File: src/ctt_pkg.sv
// shared types and constants for the config text tokenizer
// no dependencies; imported by every module of the block
`default_nettype none

package ctt_pkg;

  localparam int TOKEN_LEN_W     = 7;
  localparam int MAX_TOKEN_LEN_D = 64;
  localparam int QUEUE_DEPTH_D   = 4;

  localparam logic [7:0] CH_HASH   = 8'h23;
  localparam logic [7:0] CH_SQUOTE = 8'h27;
  localparam logic [7:0] CH_DQUOTE = 8'h22;
  localparam logic [7:0] CH_BSLASH = 8'h5c;
  localparam logic [7:0] CH_LBRACE = 8'h7b;
  localparam logic [7:0] CH_RBRACE = 8'h7d;
  localparam logic [7:0] CH_COLON  = 8'h3a;
  localparam logic [7:0] CH_SEMI   = 8'h3b;
  localparam logic [7:0] CH_PLUS   = 8'h2b;
  localparam logic [7:0] CH_EQUAL  = 8'h3d;
  localparam logic [7:0] CH_COMMA  = 8'h2c;
  localparam logic [7:0] CH_SPACE  = 8'h20;
  localparam logic [7:0] CH_TAB    = 8'h09;
  localparam logic [7:0] CH_LF     = 8'h0a;
  localparam logic [7:0] CH_CR     = 8'h0d;

  typedef enum logic [2:0] {
    K_SYMBOL = 3'd0,
    K_CHAR   = 3'd1,
    K_STRING = 3'd2,
    K_WORD   = 3'd3,
    K_END    = 3'd4
  } kind_t;

  typedef enum logic [1:0] {
    ERR_NONE   = 2'd0,
    ERR_CHAR   = 2'd1,
    ERR_LONG   = 2'd2,
    ERR_STRING = 2'd3
  } err_t;

  // byte classes, found once in the front
  typedef struct packed {
    logic space;    // space, tab, cr, lf
    logic newline;  // cr or lf
    logic hash;
    logic symbol;
    logic squote;
    logic dquote;
    logic bslash;
  } cls_t;

  typedef struct packed {
    cls_t       cls;
    logic       eot;
    logic [7:0] data;
  } item_t;

  typedef struct packed {
    kind_t      kind;
    logic [7:0] ch;
    logic       last;
    err_t       err;
  } res_t;

endpackage

`default_nettype wire

File: src/config_text_tokenizer_core.sv
// config text tokenizer: top level joining front, queue and back
// depends on ctt_pkg, ctt_front, ctt_queue, ctt_back
`default_nettype none

// Streams text one byte per transfer on s_axis (tlast marks end of text, tdata
// is ignored on that transfer) and gives one token character per transfer on
// m_axis, with the token kind in tuser, tlast on the final character of each
// token and an error code beside the character. Spaces, tabs, CR, LF and #
// comments are skipped; symbols { } : ; + = , are one-character tokens;
// quoted char literals and strings come with their quotes and with escapes
// removed; bare words end at any delimiter. An error closes the token with
// tlast and its code, and scanning resumes between tokens. End of text
// flushes any open token and then gives an end token of kind 4. The block
// takes one byte per cycle while the result port accepts and no second result
// waits in the spare slot: a byte that ends a word and also opens a symbol or
// quote, a word byte that reaches the length limit, or an end of text that
// closes a token makes two results and holds off the next byte until the
// second has moved to the output register. A byte passes through the classify
// register, the queue and the output register before its first result appears.

module config_text_tokenizer_core #(
  parameter int MAX_TOKEN_LEN = ctt_pkg::MAX_TOKEN_LEN_D,
  parameter int QUEUE_DEPTH   = ctt_pkg::QUEUE_DEPTH_D
) (
  input  wire  logic       clk,
  input  wire  logic       rst,
  // input text stream
  input  wire  logic       s_axis_tvalid,
  output logic             s_axis_tready,
  input  wire  logic [7:0] s_axis_tdata,   // [7:0] text_byte
  input  wire  logic       s_axis_tlast,   // end_of_text
  // token stream
  output logic             m_axis_tvalid,
  input  wire  logic       m_axis_tready,
  output logic [15:0]      m_axis_tdata,   // [7:0] token_char, [9:8] error_code, rest zero
  output logic [2:0]       m_axis_tuser,   // [2:0] token_kind
  output logic             m_axis_tlast    // token_last
);
  import ctt_pkg::*;

  // classified byte from front to queue
  logic  fq_valid;
  logic  fq_ready;
  item_t fq_item;

  // queue to scanner
  logic  qb_valid;
  logic  qb_ready;
  item_t qb_item;

  // scanner result register
  res_t  out_res;

  // front: register and classify each byte
  ctt_front u_front (
    .clk      (clk),
    .rst      (rst),
    .in_valid (s_axis_tvalid),
    .in_ready (s_axis_tready),
    .in_data  (s_axis_tdata),
    .in_eot   (s_axis_tlast),
    .q_valid  (fq_valid),
    .q_ready  (fq_ready),
    .q_item   (fq_item)
  );

  // decouples the front from stalls in the scanner
  ctt_queue #(
    .DEPTH (QUEUE_DEPTH)
  ) u_queue (
    .clk        (clk),
    .rst        (rst),
    .push_valid (fq_valid),
    .push_ready (fq_ready),
    .push_item  (fq_item),
    .pop_valid  (qb_valid),
    .pop_ready  (qb_ready),
    .pop_item   (qb_item)
  );

  // back: token state machine, up to two results per byte
  ctt_back #(
    .MAX_TOKEN_LEN (MAX_TOKEN_LEN)
  ) u_back (
    .clk       (clk),
    .rst       (rst),
    .in_valid  (qb_valid),
    .in_ready  (qb_ready),
    .in_item   (qb_item),
    .out_valid (m_axis_tvalid),
    .out_ready (m_axis_tready),
    .out_res   (out_res)
  );

  // pack result fields onto the stream
  assign m_axis_tdata = {6'b0, out_res.err, out_res.ch};
  assign m_axis_tuser = out_res.kind;
  assign m_axis_tlast = out_res.last;

endmodule

`default_nettype wire

File: src/ctt_front.sv
// front stage: takes text bytes and classifies them into queue items
// depends on ctt_pkg
`default_nettype none

module ctt_front (
  input  wire                logic clk,
  input  wire                logic rst,
  input  wire                logic in_valid,
  output logic               in_ready,
  input  wire                logic [7:0] in_data,
  input  wire                logic in_eot,
  output logic               q_valid,
  input  wire                logic q_ready,
  output ctt_pkg::item_t     q_item
);
  import ctt_pkg::*;

  logic  valid;
  item_t item;

  function automatic item_t classify(input logic [7:0] b, input logic eot);
    item_t it;
    it.data       = b;
    it.eot        = eot;
    it.cls.newline = (b == CH_LF) || (b == CH_CR);
    it.cls.space  = (b == CH_SPACE) || (b == CH_TAB) || it.cls.newline;
    it.cls.hash   = (b == CH_HASH);
    it.cls.symbol = (b == CH_LBRACE) || (b == CH_RBRACE) || (b == CH_COLON) ||
                    (b == CH_SEMI) || (b == CH_PLUS) || (b == CH_EQUAL) ||
                    (b == CH_COMMA);
    it.cls.squote = (b == CH_SQUOTE);
    it.cls.dquote = (b == CH_DQUOTE);
    it.cls.bslash = (b == CH_BSLASH);
    return it;
  endfunction

  assign in_ready = !valid || q_ready;
  assign q_valid  = valid;
  assign q_item   = item;

  always_ff @(posedge clk) begin
    if (rst) begin
      valid <= 1'b0;
    end else if (in_valid && in_ready) begin
      valid <= 1'b1;
    end else if (q_ready) begin
      valid <= 1'b0;
    end
  end

  always_ff @(posedge clk) begin
    if (in_valid && in_ready) begin
      item <= classify(in_data, in_eot);
    end
  end

endmodule

`default_nettype wire

File: src/ctt_queue.sv
// short queue of classified items between front and back
// depends on ctt_pkg
`default_nettype none

module ctt_queue #(
  parameter int DEPTH = ctt_pkg::QUEUE_DEPTH_D
) (
  input  wire                logic clk,
  input  wire                logic rst,
  input  wire                logic push_valid,
  output logic               push_ready,
  input  ctt_pkg::item_t     push_item,
  output logic               pop_valid,
  input  wire                logic pop_ready,
  output ctt_pkg::item_t     pop_item
);
  import ctt_pkg::*;

  localparam int PW = (DEPTH > 1) ? $clog2(DEPTH) : 1;
  localparam int CW = $clog2(DEPTH + 1);

  item_t           slots [DEPTH];
  logic [PW-1:0]   wr_ptr;
  logic [PW-1:0]   rd_ptr;
  logic [CW-1:0]   count;
  logic            do_push;
  logic            do_pop;

  assign push_ready = (count != CW'(DEPTH));
  assign pop_valid  = (count != '0);
  assign pop_item   = slots[rd_ptr];
  assign do_push    = push_valid && push_ready;
  assign do_pop     = pop_valid && pop_ready;

  always_ff @(posedge clk) begin
    if (do_push) begin
      slots[wr_ptr] <= push_item;
    end
  end

  always_ff @(posedge clk) begin
    if (rst) begin
      wr_ptr <= '0;
      rd_ptr <= '0;
      count  <= '0;
    end else begin
      if (do_push) begin
        wr_ptr <= (wr_ptr == PW'(DEPTH - 1)) ? '0 : wr_ptr + PW'(1);
      end
      if (do_pop) begin
        rd_ptr <= (rd_ptr == PW'(DEPTH - 1)) ? '0 : rd_ptr + PW'(1);
      end
      if (do_push && !do_pop) begin
        count <= count + CW'(1);
      end else if (do_pop && !do_push) begin
        count <= count - CW'(1);
      end
    end
  end

  a_count_bound: assert property (@(posedge clk) disable iff (rst)
    count <= CW'(DEPTH))
    else $error("queue count beyond depth");

  a_empty_ptrs: assert property (@(posedge clk) disable iff (rst)
    (count == '0) |-> (wr_ptr == rd_ptr))
    else $error("empty queue with unequal pointers");

  a_full_ptrs: assert property (@(posedge clk) disable iff (rst)
    (count == CW'(DEPTH)) |-> (wr_ptr == rd_ptr))
    else $error("full queue with unequal pointers");

endmodule

`default_nettype wire

File: src/ctt_back.sv
// back stage: scanner state machine and result output register
// depends on ctt_pkg
`default_nettype none

module ctt_back #(
  parameter int MAX_TOKEN_LEN = ctt_pkg::MAX_TOKEN_LEN_D
) (
  input  wire                logic clk,
  input  wire                logic rst,
  input  wire                logic in_valid,
  output logic               in_ready,
  input  ctt_pkg::item_t     in_item,
  output logic               out_valid,
  input  wire                logic out_ready,
  output ctt_pkg::res_t      out_res
);
  import ctt_pkg::*;

  localparam logic [TOKEN_LEN_W-1:0] MAX_LEN = TOKEN_LEN_W'(MAX_TOKEN_LEN);

  typedef enum logic [7:0] {
    M_IDLE       = 8'b0000_0001,
    M_COMMENT    = 8'b0000_0010,
    M_CHAR_OPEN  = 8'b0000_0100,
    M_CHAR_ESC   = 8'b0000_1000,
    M_CHAR_CLOSE = 8'b0001_0000,
    M_STRING     = 8'b0010_0000,
    M_STRING_ESC = 8'b0100_0000,
    M_WORD       = 8'b1000_0000
  } mode_t;

  mode_t                  mode, mode_next;
  logic [7:0]             held_char, held_char_next;
  logic                   held_valid, held_valid_next;
  logic [TOKEN_LEN_W-1:0] token_length, token_length_next;

  res_t                   pend;
  logic                   pend_valid;

  res_t                   res [2];
  logic [1:0]             cnt;

  // outcome of a byte seen between tokens
  logic                   st_v;
  res_t                   st_r;
  mode_t                  st_mode;
  logic [TOKEN_LEN_W-1:0] st_len;
  logic                   st_held_v;

  logic [TOKEN_LEN_W-1:0] len_inc;
  logic                   len_full;
  logic                   out_free;
  logic                   take;
  logic [7:0]             b;
  cls_t                   c;

  function automatic res_t mk(input kind_t k, input logic [7:0] ch,
                              input logic last, input err_t e);
    res_t r;
    r.kind = k;
    r.ch   = ch;
    r.last = last;
    r.err  = e;
    return r;
  endfunction

  assign b        = in_item.data;
  assign c        = in_item.cls;
  assign len_inc  = token_length + TOKEN_LEN_W'(1);
  assign len_full = (len_inc >= MAX_LEN);
  assign out_free = !out_valid || out_ready;
  assign in_ready = !pend_valid && out_free;
  assign take     = in_valid && in_ready;

  always_comb begin
    st_v      = 1'b0;
    st_r      = mk(K_SYMBOL, b, 1'b1, ERR_NONE);
    st_mode   = M_IDLE;
    st_len    = '0;
    st_held_v = 1'b0;
    priority if (c.space) begin
      st_mode = M_IDLE;
    end else if (c.hash) begin
      st_mode = M_COMMENT;
    end else if (c.symbol) begin
      st_v = 1'b1;
    end else if (c.squote) begin
      st_v    = 1'b1;
      st_r    = mk(K_CHAR, CH_SQUOTE, 1'b0, ERR_NONE);
      st_mode = M_CHAR_OPEN;
    end else if (c.dquote) begin
      st_v    = 1'b1;
      st_r    = mk(K_STRING, CH_DQUOTE, 1'b0, ERR_NONE);
      st_len  = TOKEN_LEN_W'(1);
      st_mode = M_STRING;
    end else begin
      st_held_v = 1'b1;
      st_len    = TOKEN_LEN_W'(1);
      st_mode   = M_WORD;
    end
  end

  always_comb begin
    mode_next         = mode;
    held_char_next    = held_char;
    held_valid_next   = held_valid;
    token_length_next = token_length;
    res[0]            = '0;
    res[1]            = '0;
    cnt               = '0;

    if (in_item.eot) begin
      unique case (mode)
        M_WORD: begin
          if (held_valid) begin
            res[cnt[0]] = mk(K_WORD, held_char, 1'b1, ERR_NONE);
            cnt = cnt + 2'd1;
          end
        end
        M_CHAR_OPEN, M_CHAR_ESC, M_CHAR_CLOSE: begin
          res[cnt[0]] = mk(K_CHAR, 8'd0, 1'b1, ERR_CHAR);
          cnt = cnt + 2'd1;
        end
        M_STRING, M_STRING_ESC: begin
          res[cnt[0]] = mk(K_STRING, 8'd0, 1'b1, ERR_STRING);
          cnt = cnt + 2'd1;
        end
        default: begin
        end
      endcase
      res[cnt[0]] = mk(K_END, 8'd0, 1'b1, ERR_NONE);
      cnt = cnt + 2'd1;
      mode_next         = M_IDLE;
      held_char_next    = '0;
      held_valid_next   = 1'b0;
      token_length_next = '0;
    end else begin
      unique case (mode)
        M_IDLE: begin
          if (st_v) begin
            res[cnt[0]] = st_r;
            cnt = cnt + 2'd1;
          end
          mode_next         = st_mode;
          token_length_next = st_len;
          held_valid_next   = st_held_v;
          held_char_next    = st_held_v ? b : 8'd0;
        end
        M_COMMENT: begin
          if (c.newline) begin
            mode_next = M_IDLE;
          end
        end
        M_CHAR_OPEN: begin
          if (c.bslash) begin
            mode_next = M_CHAR_ESC;
          end else begin
            res[cnt[0]] = mk(K_CHAR, b, 1'b0, ERR_NONE);
            cnt = cnt + 2'd1;
            mode_next = M_CHAR_CLOSE;
          end
        end
        M_CHAR_ESC: begin
          res[cnt[0]] = mk(K_CHAR, b, 1'b0, ERR_NONE);
          cnt = cnt + 2'd1;
          mode_next = M_CHAR_CLOSE;
        end
        M_CHAR_CLOSE: begin
          if (c.squote) begin
            res[cnt[0]] = mk(K_CHAR, CH_SQUOTE, 1'b1, ERR_NONE);
          end else begin
            res[cnt[0]] = mk(K_CHAR, b, 1'b1, ERR_CHAR);
          end
          cnt = cnt + 2'd1;
          mode_next         = M_IDLE;
          held_char_next    = '0;
          held_valid_next   = 1'b0;
          token_length_next = '0;
        end
        M_STRING, M_STRING_ESC: begin
          if (mode == M_STRING && c.dquote) begin
            res[cnt[0]] = mk(K_STRING, CH_DQUOTE, 1'b1, ERR_NONE);
            cnt = cnt + 2'd1;
            mode_next         = M_IDLE;
            held_char_next    = '0;
            held_valid_next   = 1'b0;
            token_length_next = '0;
          end else if (mode == M_STRING && c.bslash) begin
            mode_next = M_STRING_ESC;
          end else if (len_full) begin
            res[cnt[0]] = mk(K_STRING, b, 1'b1, ERR_LONG);
            cnt = cnt + 2'd1;
            mode_next         = M_IDLE;
            held_char_next    = '0;
            held_valid_next   = 1'b0;
            token_length_next = '0;
          end else begin
            res[cnt[0]] = mk(K_STRING, b, 1'b0, ERR_NONE);
            cnt = cnt + 2'd1;
            token_length_next = len_inc;
            mode_next = M_STRING;
          end
        end
        M_WORD: begin
          if (c.space || c.symbol || c.hash || c.squote || c.dquote) begin
            // word ends, delimiter starts over as between tokens
            if (held_valid) begin
              res[cnt[0]] = mk(K_WORD, held_char, 1'b1, ERR_NONE);
              cnt = cnt + 2'd1;
            end
            if (st_v) begin
              res[cnt[0]] = st_r;
              cnt = cnt + 2'd1;
            end
            mode_next         = st_mode;
            token_length_next = st_len;
            held_valid_next   = st_held_v;
            held_char_next    = st_held_v ? b : 8'd0;
          end else begin
            if (held_valid) begin
              res[cnt[0]] = mk(K_WORD, held_char, 1'b0, ERR_NONE);
              cnt = cnt + 2'd1;
            end
            if (len_full) begin
              res[cnt[0]] = mk(K_WORD, b, 1'b1, ERR_LONG);
              cnt = cnt + 2'd1;
              mode_next         = M_IDLE;
              held_char_next    = '0;
              held_valid_next   = 1'b0;
              token_length_next = '0;
            end else begin
              token_length_next = len_inc;
              held_char_next    = b;
              held_valid_next   = 1'b1;
            end
          end
        end
        default: begin
          mode_next = M_IDLE;
        end
      endcase
    end
  end

  always_ff @(posedge clk) begin
    if (rst) begin
      mode         <= M_IDLE;
      held_char    <= '0;
      held_valid   <= 1'b0;
      token_length <= '0;
    end else if (take) begin
      mode         <= mode_next;
      held_char    <= held_char_next;
      held_valid   <= held_valid_next;
      token_length <= token_length_next;
    end
  end

  // output register plus one spare slot for the second result of a byte
  always_ff @(posedge clk) begin
    if (rst) begin
      out_valid  <= 1'b0;
      pend_valid <= 1'b0;
    end else if (take) begin
      out_valid  <= (cnt != 2'd0) || (out_valid && !out_ready);
      pend_valid <= (cnt == 2'd2);
    end else if (pend_valid && out_free) begin
      out_valid  <= 1'b1;
      pend_valid <= 1'b0;
    end else if (out_ready) begin
      out_valid  <= 1'b0;
    end
  end

  always_ff @(posedge clk) begin
    if (take) begin
      if (cnt != 2'd0) begin
        out_res <= res[0];
      end
      pend <= res[1];
    end else if (pend_valid && out_free) begin
      out_res <= pend;
    end
  end

  a_pend_behind_out: assert property (@(posedge clk) disable iff (rst)
    pend_valid |-> out_valid)
    else $error("spare result held while output register is empty");

  a_err_ends_token: assert property (@(posedge clk) disable iff (rst)
    (out_valid && out_res.err != ERR_NONE) |-> out_res.last)
    else $error("error result not marked last");

  a_held_only_in_word: assert property (@(posedge clk) disable iff (rst)
    held_valid |-> (mode == M_WORD))
    else $error("held character outside a word");

  a_len_bound: assert property (@(posedge clk) disable iff (rst)
    token_length < MAX_LEN)
    else $error("token length reached limit without ending token");

  a_end_follows_eot: assert property (@(posedge clk) disable iff (rst)
    (take && in_item.eot) |=> (mode == M_IDLE && !held_valid))
    else $error("scanner not idle after end of text");

endmodule

`default_nettype wire

File: config.mk
export PLATFORM = sky130hd
export DESIGN_NAME = config_text_tokenizer_core
export DESIGN_NICKNAME = d
export VERILOG_FILES = /design/src/ctt_pkg.sv /design/src/config_text_tokenizer_core.sv /design/src/ctt_front.sv /design/src/ctt_queue.sv /design/src/ctt_back.sv
export SDC_FILE = /design/constraint.sdc
export NUM_CORES = 1
export LEC_CHECK = 0
export BUFFER_PORTS_ARGS = -buffer_cell sky130_fd_sc_hd__buf_2
export CAP_MARGIN = 10
export CORE_AREA = 4 4 120 122
export DETAILED_ROUTE_END_ITERATION = 10
export DIE_AREA = 0 0 124 126
export PLACE_DENSITY = 0.71
export SYNTH_ARGS = -nofsm -noshare
export SYNTH_HDL_FRONTEND = slang
export SYNTH_HIERARCHICAL = 1
export SYNTH_SLANG_ARGS = --single-unit
export TNS_END_PERCENT = 1
File: constraint.sdc
create_clock -name clk -period 4.9 [get_ports clk]
set_input_delay 0.98 -clock clk [delete_from_list [all_inputs] [get_ports clk]]
set_output_delay 0.98 -clock clk [all_outputs]
set_load 0.03 [all_outputs]
### Word level (Yosys, flattened, before mapping)

Memory sizes are Yosys's and may differ from the RTL's. A register that Yosys moved wholly into a read port is not among the register bits.
Index checks and enable logic that the tools add are counted.

| cells by class | value |
|---|---|
| muxes and demuxes | 120 |
| order comparisons | 7 |
| bitwise gates (word level) | 6 |
| eq/ne operators | 32 |
| $add $sub $neg | 8 |
| reduce and logical (&&, ||, !) cells | 50 |

Operator list:

| operator | count |
|---|---|
| 14-bit two-way mux | 20 |
| 8-bit two-way mux | 18 |
| 28-bit two-way mux | 4 |
| 14-bit one-hot mux with 6 select lines | 1 |
| 8-bit by 6-bit == test with 1-bit output, second input constant | 10 |
| 28-bit bitwise mux | 2 |
| 7-bit two-way mux | 8 |
| 13-bit two-way mux | 4 |
| 8-bit one-hot mux with 6 select lines | 1 |
| 14-bit demux with 1-bit select | 3 |
| 14-bit one-hot mux with 3 select lines | 1 |
| 8-bit by 4-bit == test with 1-bit output, second input constant | 4 |
| 8-bit by 7-bit == test with 1-bit output, second input constant | 4 |
| 2-bit two-way mux | 16 |
| 8-bit one-hot mux with 4 select lines | 1 |
| 1-bit two-way mux | 30 |
| 7-bit one-hot mux with 4 select lines | 1 |
| 24-bit bitwise AND | 1 |
| 24-bit NOT | 1 |
| 1-bit logical OR | 16 |
| 1-bit logical AND | 13 |
| 12-bit two-way mux | 1 |
| 11-bit two-way mux | 1 |
| 2-bit by 1-bit adder with 2-bit output, second input constant | 5 |
| other kinds (34) | 57 |

| word-level totals | value |
|---|---|
| bits in registers | 78 |
| input bits | 13 |
| output and inout port bits | 22 |
| bits in writable memories | 64 |
| memories | 1 |

Memories:

| memory | depth | width | rd ports | clocked after Yosys merged registers in | wr ports | RTL line | text |
|---|---|---|---|---|---|---|---|
| u_queue.slots | 4 | 16 | 1 | 1 | 1 | ctt_queue.sv:22 | `item_t slots [DEPTH];` |

### Logic depth before layout (Yosys ltp)

| logic depth | value |
|---|---|
| depth after elaboration | 19 |
| depth in mapped cells | 11 |

### By module

The synthesis kept the hierarchy.

Modules (own cells, without submodules):

| module | area each (um^2) | instances | cells each |
|---|---|---|---|
| ctt_back | 3608.5 | 1 | 427 |
| ctt_queue | 2787.7 | 1 | 132 |
| ctt_front | 710.7 | 1 | 50 |
| config_text_tokenizer_core | 48.8 | 1 | 7 |

### Worst setup path after synthesis

OpenSTA, ideal clock, no wires.

| timing | value |
|---|---|
| path kind | reg-to-reg |
| from | register with a tool-made name |
| to | register u_back/out_res[0] (netlist name) |
| setup slack | 0.762 ns |
| setup time | 0.407 ns |
| stages on the path, launching flop included | 11 |
| path buffers | 3 |
| clock period less this slack | 4.138 ns |
| data required time | 4.493 ns |
| data arrival time | 3.731 ns |
| cell sequence | dfxtp_1 > buf_2 > buf_4 > mux4_2 > nor3_1 > and2_1 > clkbuf_1 > nand2_1 > a21oi_1 > nor3_1 > a211oi_1 |

==> out/qor.yml <==
outcome:
  status: "finished clean"
logic_synthesis:
  synthArstFlopShare: 0
  synth_edf_count: 107
  synth_area_um2: 7160
  syn_inst: 616
  ys_ff_latch: 143
  ys_seq_area_frac: 0.550
  synth.distinct_cells: 80
  synthTopCellsByArea: "edfxtp_1, dfxtp_1, mux4_2"
  synth_ff_type: "edfxtp_1"
  synth_largest_area_cell: "edfxtp_1"
  syn_avg_cell_area_um2: 11.6
  synth_top_area_frac: 0.449
  yosysWarnings: 6
  yosysMostFrequentCell: "edfxtp_1"
  synth_common_cells: "edfxtp_1, nor2_1, nand2_1"
die:
  dieWidth_um: 124
  coreArea_um2: 13200
  start_util: 0.542
  rows: 42
  die-area_um2: 15600
  io_pins: 35
  die_h_um: 126
route:
  avgRoutedWirePerCell_um: 20.6
  vias: 5231
  drt-pass1-iter-count: 5
  ant_nets: 0
  wl_um: 17000
  drtIter0Drc: 572
  drc: 0
  viasPerCell: 6.35
final_layout:
  multi_input_area_um2: 2980
  syn_to_final_growth_pct: 11.6
  final_cell_area_um2: 7990
  drive_gt1_frac: 0.173
  n_fill_cell: 1056
  fin_cells: 824
  diodes: 0
  fin_nets: 660
  seqCellArea_um2: 3930
  final_core_util: 0.605
clock_tree:
  post_cts_buffers: 0
  root_buffer: "clkbuf_16"
  h-tree-depth: 4
  hold_buffers: 0
  cts_tree: "done"
  clkTransAtPathRegs_ns: 0.07
  cts_buffer_depth: 2
  cts-resized-gates: 0
  cts_num_sinks: 143
  cts_made_buffers: 17
  insertion_delay_ns: 0.43
power:
  powerDensity_nw_per_um2: 575
  leakage_nw: 2.76
  ir_drop_v: 0.000311
placed_design:
  io_buffers: 28
  placed_area_um2: 7380
  dp.cells: 792
  pre_cts_slack_ns: 1.30
  dpl.hpwl_um: 12000
  place_congestion: 1.01
global_route:
  grtUsageTotal: 0.229
  grt_pass1_wl_um: 27100
  antenna_found_initial: 0
  grt_max_degree: 36
  grt-ovfl-total: 0
  grt_pass1_vias: 4988
timing:
  rsz0062_at_grt: "no"
  hold_violations: 0
  max_freq_ghz: 0.281
  slew_headroom: 0.271
  final_max_slew_viol_count: 0
  fin_ws_ns: 1.34
  finalCritPeriodShare: 0.726
  period_needed_ns: 3.56
  setup_tns_ns: 0
  worstMarginPinSlew_ns: 1.09
  finClkSkew_ns: 0.00598
  setup_violations: 0
setup_path:
  crit_type: "reg -> reg"
  required_ns: 5.03
  rr_endpoint: "u_back/out_res[7]$_DFFE_PP_"
  max_stage_delay_ns: 0.63
  slowest_stage: "dfxtp_1"
  worst-r2r-cell-count: 9
  start_kind: "flop"
  arrival_ns: 3.68
  crit_chain: "buf_4 > mux4_2 > nor2_1 > and2_1 > nand2_1 > a21oi_1 > nor3_1 > a211oi_2 > buf_4"
  path_common_cell: "buf_4"
  reg2reg_slack_ns: 1.34
  endpoint_kind: "flop"
  cp-endpoint: "u_back/out_res[7]$_DFFE_PP_"
  timing.critical_path.fanout_max: 14
flow_run:
  drv_cap: 0
hold_path:
  min_from: "u_back/held_char[7]$_SDFFE_PP0P_"
  min_path_type: "reg -> reg"
[flip-flops by register name, indices dropped and copies added (netlist names), 2 cells and up, named ones only]
signal / count
u_back/held_char: 8
u_back/mode: 8
u_back/out_res: 14
u_back/pend: 13
u_back/token_length: 7
u_front/q_item: 16
u_queue/count: 3
u_queue/rd_ptr: 2
u_queue/slots: 64
u_queue/wr_ptr: 2
[worst min-delay path by stage]
| stage | to | slack (ns) | depth (start not counted) |
|---|---|---|---|
| after CTS | u_back/held_char[7]$_SDFFE_PP0P_ | 0.47 | 2 |
| final | u_back/held_char[7]$_SDFFE_PP0P_ | 0.47 | 2 |
| after detailed placement | u_back/held_char[7]$_SDFFE_PP0P_ | 0.46 | 2 |
| after global routing | u_back/held_char[7]$_SDFFE_PP0P_ | 0.50 | 2 |
| after global placement | u_back/held_char[7]$_SDFFE_PP0P_ | 0.47 | 2 |
| after floorplan | u_back/held_char[7]$_SDFFE_PP0P_ | 0.44 | 2 |
[layer usage]
| metal | vias up | wire [um] | GRT usage |
|---|---|---|---|
| met5 | - | 0 | 0 |
| met4 | 0 | 702 | 0.124 |
| met3 | 56 | 1180 | 0.0448 |
| met2 | 243 | 8160 | 0.353 |
| met1 | 2528 | 6960 | 0.306 |
| li1 | 2404 | - | - |
[stage by stage]
step | total power [W] | hold slack, ns
6_report | 0.00460 | 0.475
3_3_place_gp | 0.00327 | 0.465
3_5_place_dp | 0.00329 | 0.463
4_1_cts | 0.00459 | 0.474
2_1_floorplan | 0.00287 | 0.445
5_1_grt | 0.00484 | 0.497
[report_power, final]
group | internal (W) | switching (W)
sequential | 0.00156 | 0.000124
clock | 0.000733 | 0.000565
combinational | 0.000551 | 0.00107
total | 0.00284 | 0.00176
[critical path: cells and delay by family (launching register included)]
| family | cells | cell delay [ns] |
|---|---|---|
| compound gates | 2 | 0.43 |
| buf+inv | 2 | 0.56 |
| flops | 1 | 0.63 |
| mux | 1 | 0.59 |
| simple gates | 4 | 1.04 |
[cell usage in the layout (no fill, tap or decap), types with 7 or more instances in the layout]
master / count
edfxtp_1: 107
nor2_1: 45
nand2_1: 39
dfxtp_1: 36
o21ai_0: 34
a21oi_1: 30
buf_2: 28
nand2b_1: 24
nand3_1: 22
inv_1: 18
nor3_1: 18
clkbuf_16: 17
mux4_2: 16
ha_1: 11
a211oi_1: 10
and2_1: 9
nor2b_1: 9
and3_1: 9
o31ai_1: 7
[cells by family after synthesis]
| group | Yosys count | synth area share |
|---|---|---|
| other | 1 | 0.000524 |
| multiplexers | 20 | 0.0560 |
| adder cells (fa/ha/maj) | 13 | 0.0236 |
| flip-flops | 143 | 0.550 |
| XOR/XNOR | 3 | 0.00367 |
| AO/OA/AOI/OAI | 146 | 0.144 |
| buffers and inverters | 57 | 0.0378 |
| AND/OR/NAND/NOR | 233 | 0.185 |
[cell type report]
cell class | count | area share
inverters | 19 | 0.00893
repair buffers | 33 | 0.0222
clock buffers | 17 | 0.0533
well taps | 176 | 0.0276
clock inverters | 15 | 0.0229
flip-flops and latches | 143 | 0.493
multi-input cells | 421 | 0.373
Power figures use the tool's default switching activity.
